<file path="config.mk">
export PLATFORM = sky130hd
export DESIGN_NAME = chunk_stream_validator
export DESIGN_NICKNAME = d
export VERILOG_FILES = /design/src/csv_pkg.sv /design/src/chunk_stream_validator.sv /design/src/csv_in_stage.sv /design/src/csv_check.sv /design/src/csv_out_stage.sv
export SDC_FILE = /design/constraint.sdc
export NUM_CORES = 1
export LEC_CHECK = 0
export BUFFER_PORTS_ARGS = -buffer_cell sky130_fd_sc_hd__buf_2
export CAP_MARGIN = 40
export CORE_ASPECT_RATIO = 1.5
export CORE_MARGIN = 1.5
export CORE_UTILIZATION = 45
export CTS_CLUSTER_DIAMETER = 120
export DETAILED_ROUTE_END_ITERATION = 7
export PLACE_DENSITY = 0.78
export SLEW_MARGIN = 40
export SYNTH_ARGS = -nofsm -noshare
export SYNTH_HDL_FRONTEND = slang
export SYNTH_HIERARCHICAL = 1
export SYNTH_SLANG_ARGS = --single-unit
export TNS_END_PERCENT = 5
</file>
<file path="constraint.sdc">
create_clock -name clk -period 36.3 [get_ports clk]
set_input_delay 3.63 -clock clk [delete_from_list [all_inputs] [get_ports clk]]
set_output_delay 3.63 -clock clk [all_outputs]
set_load 0.01 [all_outputs]
</file>
<file path="src/csv_pkg.sv">
// ----------------------------------------------------------------------------
// csv_pkg
// Shared types and constants for the chunk stream validator.
// ----------------------------------------------------------------------------
package csv_pkg;

  localparam logic [63:0] MAGIC_V11    = 64'h24C4_F02A_AE2E_4FA9;
  localparam logic [63:0] MAGIC_V10    = 64'hCA7F_00D5_DE7E_C7ED;
  localparam logic [63:0] MAGIC_PREV   = 64'hE85B_C563_6CC7_2A05;
  localparam int unsigned OPTIONAL_BIT = 31;
  localparam logic [63:0] STATS_BYTES  = 64'd24;

  localparam logic [31:0] CMD_PAYLOAD = 32'd0;
  localparam logic [31:0] CMD_DISCARD = 32'd1;
  localparam logic [31:0] CMD_BEGIN   = 32'd2;
  localparam logic [31:0] CMD_END     = 32'd3;

  typedef enum logic [1:0] {
    FMT_AUTO = 2'd0,
    FMT_V10  = 2'd1,
    FMT_V11  = 2'd2,
    FMT_NONE = 2'd3
  } format_t;

  typedef enum logic [1:0] {
    VER_NONE = 2'd0,
    VER_10   = 2'd1,
    VER_11   = 2'd2
  } version_t;

  typedef enum logic [2:0] {
    ACT_NONE     = 3'd0,
    ACT_COPY     = 3'd1,
    ACT_DISCARD  = 3'd2,
    ACT_SKIP     = 3'd3,
    ACT_BEGIN    = 3'd4,
    ACT_END      = 3'd5,
    ACT_FINISHED = 3'd6
  } action_t;

  typedef enum logic [4:0] {
    ST_OK           = 5'd0,
    ST_EMPTY_WARN   = 5'd1,
    ST_MISSING_END  = 5'd2,
    ST_EMPTY_ERR    = 5'd3,
    ST_BEYOND_END   = 5'd4,
    ST_OLD_MAGIC    = 5'd5,
    ST_VER_REJECTED = 5'd6,
    ST_UNKNOWN_MAG  = 5'd7,
    ST_MAG_MISMATCH = 5'd8,
    ST_NO_BEGIN     = 5'd9,
    ST_OLD_BAD_CMD  = 5'd10,
    ST_REP_BEGIN    = 5'd11,
    ST_END_NO_BEGIN = 5'd12,
    ST_END_BAD      = 5'd13,
    ST_STATS_BAD    = 5'd14,
    ST_UNKNOWN_CMD  = 5'd15,
    ST_HALTED       = 5'd16
  } status_t;

  typedef struct packed {
    logic        end_of_input;
    logic [63:0] chunk_magic;
    logic [63:0] chunk_offset;
    logic [63:0] chunk_length;
    logic [31:0] chunk_command;
    logic [63:0] stat_chunks;
    logic [63:0] stat_data;
    logic [63:0] stat_unmap;
  } item_t;

  typedef struct packed {
    action_t     action;
    status_t     status;
    logic [63:0] range_offset;
    logic [63:0] range_length;
  } result_t;

  function automatic logic [63:0] magic_of(version_t v);
    case (v)
      VER_10:  magic_of = MAGIC_V10;
      VER_11:  magic_of = MAGIC_V11;
      default: magic_of = 64'd0;
    endcase
  endfunction

endpackage

</file>
<file path="src/chunk_stream_validator.sv">
// Flow: a header accepted into the input register is checked from there and its result
//   is registered in the result register, which raises out_valid; out_stall holds both.
// Throughput: one header per cycle while out_stall does not hold the result; the running
//   counts update in the same cycle as the checks that read them.
// Reset (rst, synchronous): clears all counts, flags, the locked version, and
//   sets accept_format to auto; both pipeline registers come up empty.
// ----------------------------------------------------------------------------
// chunk_stream_validator
// Checks chunk headers of a stream and gives one result beat per header.
// ----------------------------------------------------------------------------
module chunk_stream_validator import csv_pkg::*; (
  input  logic        clk,
  input  logic        rst,
  input  logic        cfg_wr_en,
  input  logic [1:0]  cfg_wr_data,
  input  logic        in_valid,
  output logic        in_stall,
  input  logic        end_of_input,
  input  logic [63:0] chunk_magic,
  input  logic [63:0] chunk_offset,
  input  logic [63:0] chunk_length,
  input  logic [31:0] chunk_command,
  input  logic [63:0] stat_chunks,
  input  logic [63:0] stat_data,
  input  logic [63:0] stat_unmap,
  output logic        out_valid,
  input  logic        out_stall,
  output logic [2:0]  action,
  output logic [4:0]  status,
  output logic [63:0] range_offset,
  output logic [63:0] range_length
);

  item_t   in_item;
  item_t   hold_item;
  logic    hold_valid;
  logic    advance;
  logic    halted;
  result_t check_result;
  result_t result_out;

  assign in_item = '{end_of_input, chunk_magic, chunk_offset, chunk_length,
                     chunk_command, stat_chunks, stat_data, stat_unmap};

  csv_in_stage u_in (
    .clk        (clk),
    .rst        (rst),
    .in_valid   (in_valid),
    .in_item    (in_item),
    .in_stall   (in_stall),
    .advance    (advance),
    .hold_valid (hold_valid),
    .hold_item  (hold_item)
  );

  csv_check u_check (
    .clk         (clk),
    .rst         (rst),
    .cfg_wr_en   (cfg_wr_en),
    .cfg_wr_data (cfg_wr_data),
    .advance     (advance),
    .item        (hold_item),
    .result      (check_result),
    .halted      (halted)
  );

  csv_out_stage u_out (
    .clk        (clk),
    .rst        (rst),
    .hold_valid (hold_valid),
    .result_in  (check_result),
    .advance    (advance),
    .out_valid  (out_valid),
    .out_stall  (out_stall),
    .result_out (result_out)
  );

  assign action       = result_out.action;
  assign status       = result_out.status;
  assign range_offset = result_out.range_offset;
  assign range_length = result_out.range_length;

`ifndef SYNTH
  // an error result carries no action and no range
  a_error_clean: assert property (@(posedge clk) disable iff (rst)
    out_valid && status != ST_OK && status != ST_EMPTY_WARN |->
      action == ACT_NONE && range_offset == 64'd0 && range_length == 64'd0)
    else $error("error result carries an action or range");

  // input stalls only while the input register is full and cannot drain
  a_stall_cause: assert property (@(posedge clk) disable iff (rst)
    in_stall |-> hold_valid && out_valid && out_stall)
    else $error("input stalled without a full pipeline");

  // once halted, only reset clears it
  a_halt_sticky: assert property (@(posedge clk) disable iff (rst)
    halted |=> halted)
    else $error("halt cleared without reset");
`endif

endmodule

</file>
<file path="src/csv_in_stage.sv">
// ----------------------------------------------------------------------------
// csv_in_stage
// Input register: captures one header beat and holds it until checked.
// ----------------------------------------------------------------------------
module csv_in_stage import csv_pkg::*; (
  input  logic  clk,
  input  logic  rst,
  input  logic  in_valid,
  input  item_t in_item,
  output logic  in_stall,
  input  logic  advance,
  output logic  hold_valid,
  output item_t hold_item
);

  logic load;

  assign in_stall = hold_valid && !advance;
  assign load     = in_valid && !in_stall;

  always_ff @(posedge clk) begin
    if (rst) begin
      hold_valid <= 1'b0;
    end else if (load) begin
      hold_valid <= 1'b1;
    end else if (advance) begin
      hold_valid <= 1'b0;
    end
  end

  always_ff @(posedge clk) begin
    if (load) begin
      hold_item <= in_item;
    end
  end

endmodule

</file>
<file path="src/csv_check.sv">
// ----------------------------------------------------------------------------
// csv_check
// Stream state and the per-header checks; state advances with each beat.
// ----------------------------------------------------------------------------
module csv_check import csv_pkg::*; (
  input  logic        clk,
  input  logic        rst,
  input  logic        cfg_wr_en,
  input  logic [1:0]  cfg_wr_data,
  input  logic        advance,
  input  item_t       item,
  output result_t     result,
  output logic        halted
);

  logic [1:0]  accept_format;
  logic [63:0] chunk_count;
  logic [63:0] data_count;
  logic [63:0] unmap_count;
  logic        begin_seen;
  logic        end_seen;
  version_t    locked_version;

  logic [63:0] chunk_count_next;
  logic [63:0] data_count_next;
  logic [63:0] unmap_count_next;
  logic        begin_seen_next;
  logic        end_seen_next;
  logic        halted_next;
  version_t    locked_version_next;

  logic [63:0] count_inc;
  logic        first;
  logic        done;
  logic        fmt_v11_ok;
  logic        fmt_v10_ok;
  version_t    ver;

  always_ff @(posedge clk) begin
    if (rst) begin
      accept_format <= 2'd0;
    end else if (cfg_wr_en) begin
      accept_format <= cfg_wr_data;
    end
  end

  assign count_inc  = chunk_count + 64'd1;
  assign first      = (chunk_count == 64'd0);
  assign fmt_v11_ok = (accept_format == FMT_AUTO) || (accept_format == FMT_V11);
  assign fmt_v10_ok = (accept_format == FMT_AUTO) || (accept_format == FMT_V10);

  always_comb begin
    chunk_count_next    = chunk_count;
    data_count_next     = data_count;
    unmap_count_next    = unmap_count;
    begin_seen_next     = begin_seen;
    end_seen_next       = end_seen;
    halted_next         = halted;
    locked_version_next = locked_version;
    result              = '{ACT_NONE, ST_OK, 64'd0, 64'd0};
    ver                 = locked_version;
    done                = 1'b0;

    if (halted) begin
      result.status = ST_HALTED;
    end else if (item.end_of_input) begin
      halted_next = 1'b1;
      if (begin_seen && !end_seen) begin
        result.status = ST_MISSING_END;
      end else if (first) begin
        if (accept_format == FMT_V11) begin
          result.status = ST_EMPTY_ERR;
        end else begin
          result.action = ACT_FINISHED;
          result.status = ST_EMPTY_WARN;
        end
      end else begin
        result.action = ACT_FINISHED;
      end
    end else begin
      chunk_count_next = count_inc;
      if (end_seen) begin
        result.status = ST_BEYOND_END;
        done          = 1'b1;
      end else if (first) begin
        // pick the stream version from the first magic
        if (item.chunk_magic == MAGIC_V11) begin
          if (fmt_v11_ok) begin
            ver = VER_11;
          end else begin
            result.status = ST_VER_REJECTED;
            done          = 1'b1;
          end
        end else if (item.chunk_magic == MAGIC_PREV) begin
          result.status = ST_OLD_MAGIC;
          done          = 1'b1;
        end else if (item.chunk_magic == MAGIC_V10) begin
          if (fmt_v10_ok) begin
            ver = VER_10;
          end else begin
            result.status = ST_VER_REJECTED;
            done          = 1'b1;
          end
        end else begin
          result.status = ST_UNKNOWN_MAG;
          done          = 1'b1;
        end
      end
      locked_version_next = ver;

      if (!done && magic_of(ver) != item.chunk_magic) begin
        result.status = ST_MAG_MISMATCH;
        done          = 1'b1;
      end
      if (!done && first && item.chunk_command != CMD_BEGIN && ver != VER_10) begin
        result.status = ST_NO_BEGIN;
        done          = 1'b1;
      end
      if (!done && ver == VER_10 && item.chunk_command != CMD_PAYLOAD &&
          item.chunk_command != CMD_DISCARD) begin
        result.status = ST_OLD_BAD_CMD;
        done          = 1'b1;
      end

      if (!done) begin
        case (item.chunk_command)
          CMD_PAYLOAD: begin
            data_count_next     = data_count + 64'd1;
            result.action       = ACT_COPY;
            result.range_offset = item.chunk_offset;
            result.range_length = item.chunk_length;
          end
          CMD_DISCARD: begin
            unmap_count_next    = unmap_count + 64'd1;
            result.action       = ACT_DISCARD;
            result.range_offset = item.chunk_offset;
            result.range_length = item.chunk_length;
          end
          CMD_BEGIN: begin
            if (!first) begin
              result.status = ST_REP_BEGIN;
              done          = 1'b1;
            end else begin
              begin_seen_next = 1'b1;
              result.action   = ACT_BEGIN;
            end
          end
          CMD_END: begin
            // the chunk count reported includes the end marker itself
            if (!begin_seen) begin
              result.status = ST_END_NO_BEGIN;
              done          = 1'b1;
            end else if (item.chunk_offset != 64'd0 || item.chunk_length != STATS_BYTES) begin
              result.status = ST_END_BAD;
              done          = 1'b1;
            end else if (item.stat_chunks != count_inc || item.stat_data != data_count ||
                         item.stat_unmap != unmap_count) begin
              result.status = ST_STATS_BAD;
              done          = 1'b1;
            end else begin
              end_seen_next = 1'b1;
              result.action = ACT_END;
            end
          end
          default: begin
            if (item.chunk_command[OPTIONAL_BIT]) begin
              result.action       = ACT_SKIP;
              result.range_length = item.chunk_length;
            end else begin
              result.status = ST_UNKNOWN_CMD;
              done          = 1'b1;
            end
          end
        endcase
      end

      if (done) begin
        halted_next = 1'b1;
      end
    end
  end

  always_ff @(posedge clk) begin
    if (rst) begin
      chunk_count    <= 64'd0;
      data_count     <= 64'd0;
      unmap_count    <= 64'd0;
      begin_seen     <= 1'b0;
      end_seen       <= 1'b0;
      halted         <= 1'b0;
      locked_version <= VER_NONE;
    end else if (advance) begin
      chunk_count    <= chunk_count_next;
      data_count     <= data_count_next;
      unmap_count    <= unmap_count_next;
      begin_seen     <= begin_seen_next;
      end_seen       <= end_seen_next;
      halted         <= halted_next;
      locked_version <= locked_version_next;
    end
  end

endmodule

</file>
<file path="src/csv_out_stage.sv">
// ----------------------------------------------------------------------------
// csv_out_stage
// Result register: holds one result beat while the consumer stalls.
// ----------------------------------------------------------------------------
module csv_out_stage import csv_pkg::*; (
  input  logic    clk,
  input  logic    rst,
  input  logic    hold_valid,
  input  result_t result_in,
  output logic    advance,
  output logic    out_valid,
  input  logic    out_stall,
  output result_t result_out
);

  // advance the checked beat when the result slot is free or draining
  assign advance = hold_valid && (!out_valid || !out_stall);

  always_ff @(posedge clk) begin
    if (rst) begin
      out_valid <= 1'b0;
    end else if (advance) begin
      out_valid <= 1'b1;
    end else if (!out_stall) begin
      out_valid <= 1'b0;
    end
  end

  always_ff @(posedge clk) begin
    if (advance) begin
      result_out <= result_in;
    end
  end

endmodule

</file>
==> reports/qor.yml <==
finish:
  drive_gt1_share_pct: 23.0
  synthToLayoutAreaGrowth_pct: 18.7
  fin_nets: 3564
  stdcell_area_um2: 38100
floorplanning:
  pin_count: 562
  start_util_pct: 45.6
  die_h_um: 330
  coreArea_um2: 70400
  num_rows: 119
  die-area_um2: 73000
  die_x_um: 221
synth:
  synth_most_common_cell: "edfxtp_1"
  synth_nets: 3030
  synth-edff-count: 553
  synth_commonest_cells: "edfxtp_1, xor2_1, nor2_1"
  syn_avg_cell_area_um2: 12.4
  synthFlopType: "edfxtp_1"
  syn_area_um2: 32100
  synthCells: 2599
  synth_largest_area_cell: "edfxtp_1"
  yosysSeqAreaShare_pct: 64.2
  ys_types: 83
  synthArstFlopShare_pct: 0
  ys_seq_elements: 754
  synth_top_area_share_pct: 51.7
  yosysWarnings: 6
  ys_top_cells_by_area: "edfxtp_1, dfxtp_1, xor2_1"
pwr:
  p_int_mw: 1.42
  pwr-share-comb_pct: 5.1
  p_sw_share_pct: 22.7
  power_frac_seq_pct: 54.0
  power-per-cell-area_nw_per_um2: 48.3
  p_switching_mw: 0.417
  power_leakage_nw: 14.0
  irDropWorstVdd_mv: 0.0464
  clkPwrFrac_pct: 40.9
route:
  routed_wl_um: 95800
  wire_per_inst_um: 23.3
  ant_nets: 0
  via_per_inst: 5.63
  drtIter0Drc: 2165
  firstDrtPassIters: 7
  via_count: 23200
  drc_errors: 0
timing:
  slew_headroom_pct: 36.2
  period_minus_slack_ps: 8040
  setup_viol: 0
  rsz0062_at_grt: "no"
  hold_viol: 0
  post-route-period-util_pct: 22.2
  tns_ps: 0
  slew_viol_final: 0
  max_freq_mhz: 124
  fin_skew_ps: 33.6
  tightest_slew_ps: 948
placement:
  io_buffers: 561
  gp_congestion: 0.956
  dpl_cell_area_um2: 35700
  dpl.hpwl_um: 72100
worst_setup_path:
  cp.required_ps: 32670
  cp-end-kind: "output port"
  arrival_ps: 4410
  startpoint_type: "primary input"
  worst-setup-path-type: "in2out"
  critPathMaxFanout: 12
status:
  outcome: "finished clean"
clocking:
  cts_hold_buf: 0
  numCtsBuffers: 72
  cts_setup_buffers: 0
  worst_setup_hold_path_clk_slew_ps: 60
  cts_max_level: 3
  clock_path_buffers: 3
  clockRootBuffer: "clkbuf_16"
  cts.sinks: 754
  cts_tree: "yes"
  ctsResizeCount: 0
  insertion_delay_ps: 640
global_route:
  grt_pass1_wl_um: 139000
  antenna_found_initial: 24
  track_usage_pct: 25.6
  grt_pass1_vias: 22700
  grt_overflow: 0
  grt_max_degree: 121
run:
  cap_violations: 0
hold_path:
  hold_path.class: "reg2reg"
## power by group through the flow
| stage | clock (mW) | sequential [mW] | combinational [mW] |
|---|---|---|---|
| after floorplan | 0 | 1.03 | 0.0353 |
| after global placement | 0 | 1.01 | 0.0898 |
| after detailed placement | 0 | 1.01 | 0.0924 |
| after CTS | 0.767 | 0.994 | 0.0929 |
| after global routing | 0.798 | 0.997 | 0.101 |
| final | 0.752 | 0.994 | 0.0943 |
## worst max-delay path, stage by stage
cell and delay [ps]:
buf_2 120, a21boi_4 130, buf_4 290, nor2b_4 90, buf_2 150
## final timing paths
check | startpoint | endpoint | slack [ps] | depth (start not counted)
max | out_stall | in_stall | 28260 | 5
min | u_check/locked_version[1]$_SDFFE_PP0P_ | u_check/locked_version[1]$_SDFFE_PP0P_ | 480 | 2
max reg2reg | u_check/chunk_count[54]$_SDFFE_PP0P_ | u_check/data_count[59]$_SDFFE_PP0P_ | 29410 | 19
min reg2reg | u_check/locked_version[1]$_SDFFE_PP0P_ | u_check/locked_version[1]$_SDFFE_PP0P_ | 480 | 2
## metrics by stage
stage	instances	total power, mW	hold WS (ps)	util, %	setup slack [ps]
2_1_floorplan	2599	1.07	437	-	6220
6_report	4116	1.84	482	54.2	28260
5_1_grt	4114	1.90	512	54.2	28230
3_5_place_dp	3962	1.11	474	50.6	27870
3_3_place_gp	3961	1.10	459	50.5	27920
4_1_cts	4092	1.85	486	54.0	27870
## flip-flops by register name, indices dropped and copies added (netlist names)
signal,flops
u_in/hold_item,417
u_out/result_out,136
u_check/chunk_count,64
u_check/data_count,64
u_check/unmap_count,64
u_check/accept_format,2
u_check/locked_version,2
u_check/begin_seen,1
u_check/end_seen,1
u_check/halted,1
u_in/hold_valid,1
u_out/out_valid,1
## routing by layer
layer	up-vias	track usage, %	wire [µm]
met5	-	0	60
met4	10	17.8	6800
met3	276	4.93	6990
met2	1123	45.1	48000
met1	11100	28.1	33900
li1	10700	-	-
## layout by cell type (no fill, tap or decap), drive strengths merged, types with 10 or more instances in the layout
master and n:
clkinvlp 12, buf 583, clkinv 22, xnor2 120
and2 85, inv 44, or4 21, nand2 143
diode 20, and4 35, nor3 74, nor2 225
dfxtp 201, or3 52, and3 97, nand3 89
nor2b 10, nand4 123, clkbuf 84, a21oi 61
nor4 132, xor2 240, o21ai 53, edfxtp 553
## kinds of logic (layout without fill, tap and decap cells)
group | after synthesis | after routing | share of synthesized area (%)
AO/OA/AOI/OAI | 180 | 180 | 3.39
XOR/XNOR | 360 | 360 | 9.82
adder cells (fa/ha/maj) | 7 | 7 | 0.273
buffers and inverters | 161 | 751 | 2.56
flip-flops | 754 | 754 | 64.2
multiplexers | 10 | 10 | 0.319
other | 0 | 20 | 0
AND/OR/NAND/NOR | 1127 | 1127 | 19.4
## layout make-up
class | instances | area (µm²)
inverter | 38 | 143
clock buffer | 84 | 1860
sequential | 754 | 20600
antenna | 20 | 50.0
fill | 5874 | 32300
multi-input combinational | 1684 | 10800
tap | 907 | 1130
clock inverter | 46 | 478
timing repair buffer | 583 | 3070
(Power assumes the default switching activity.)
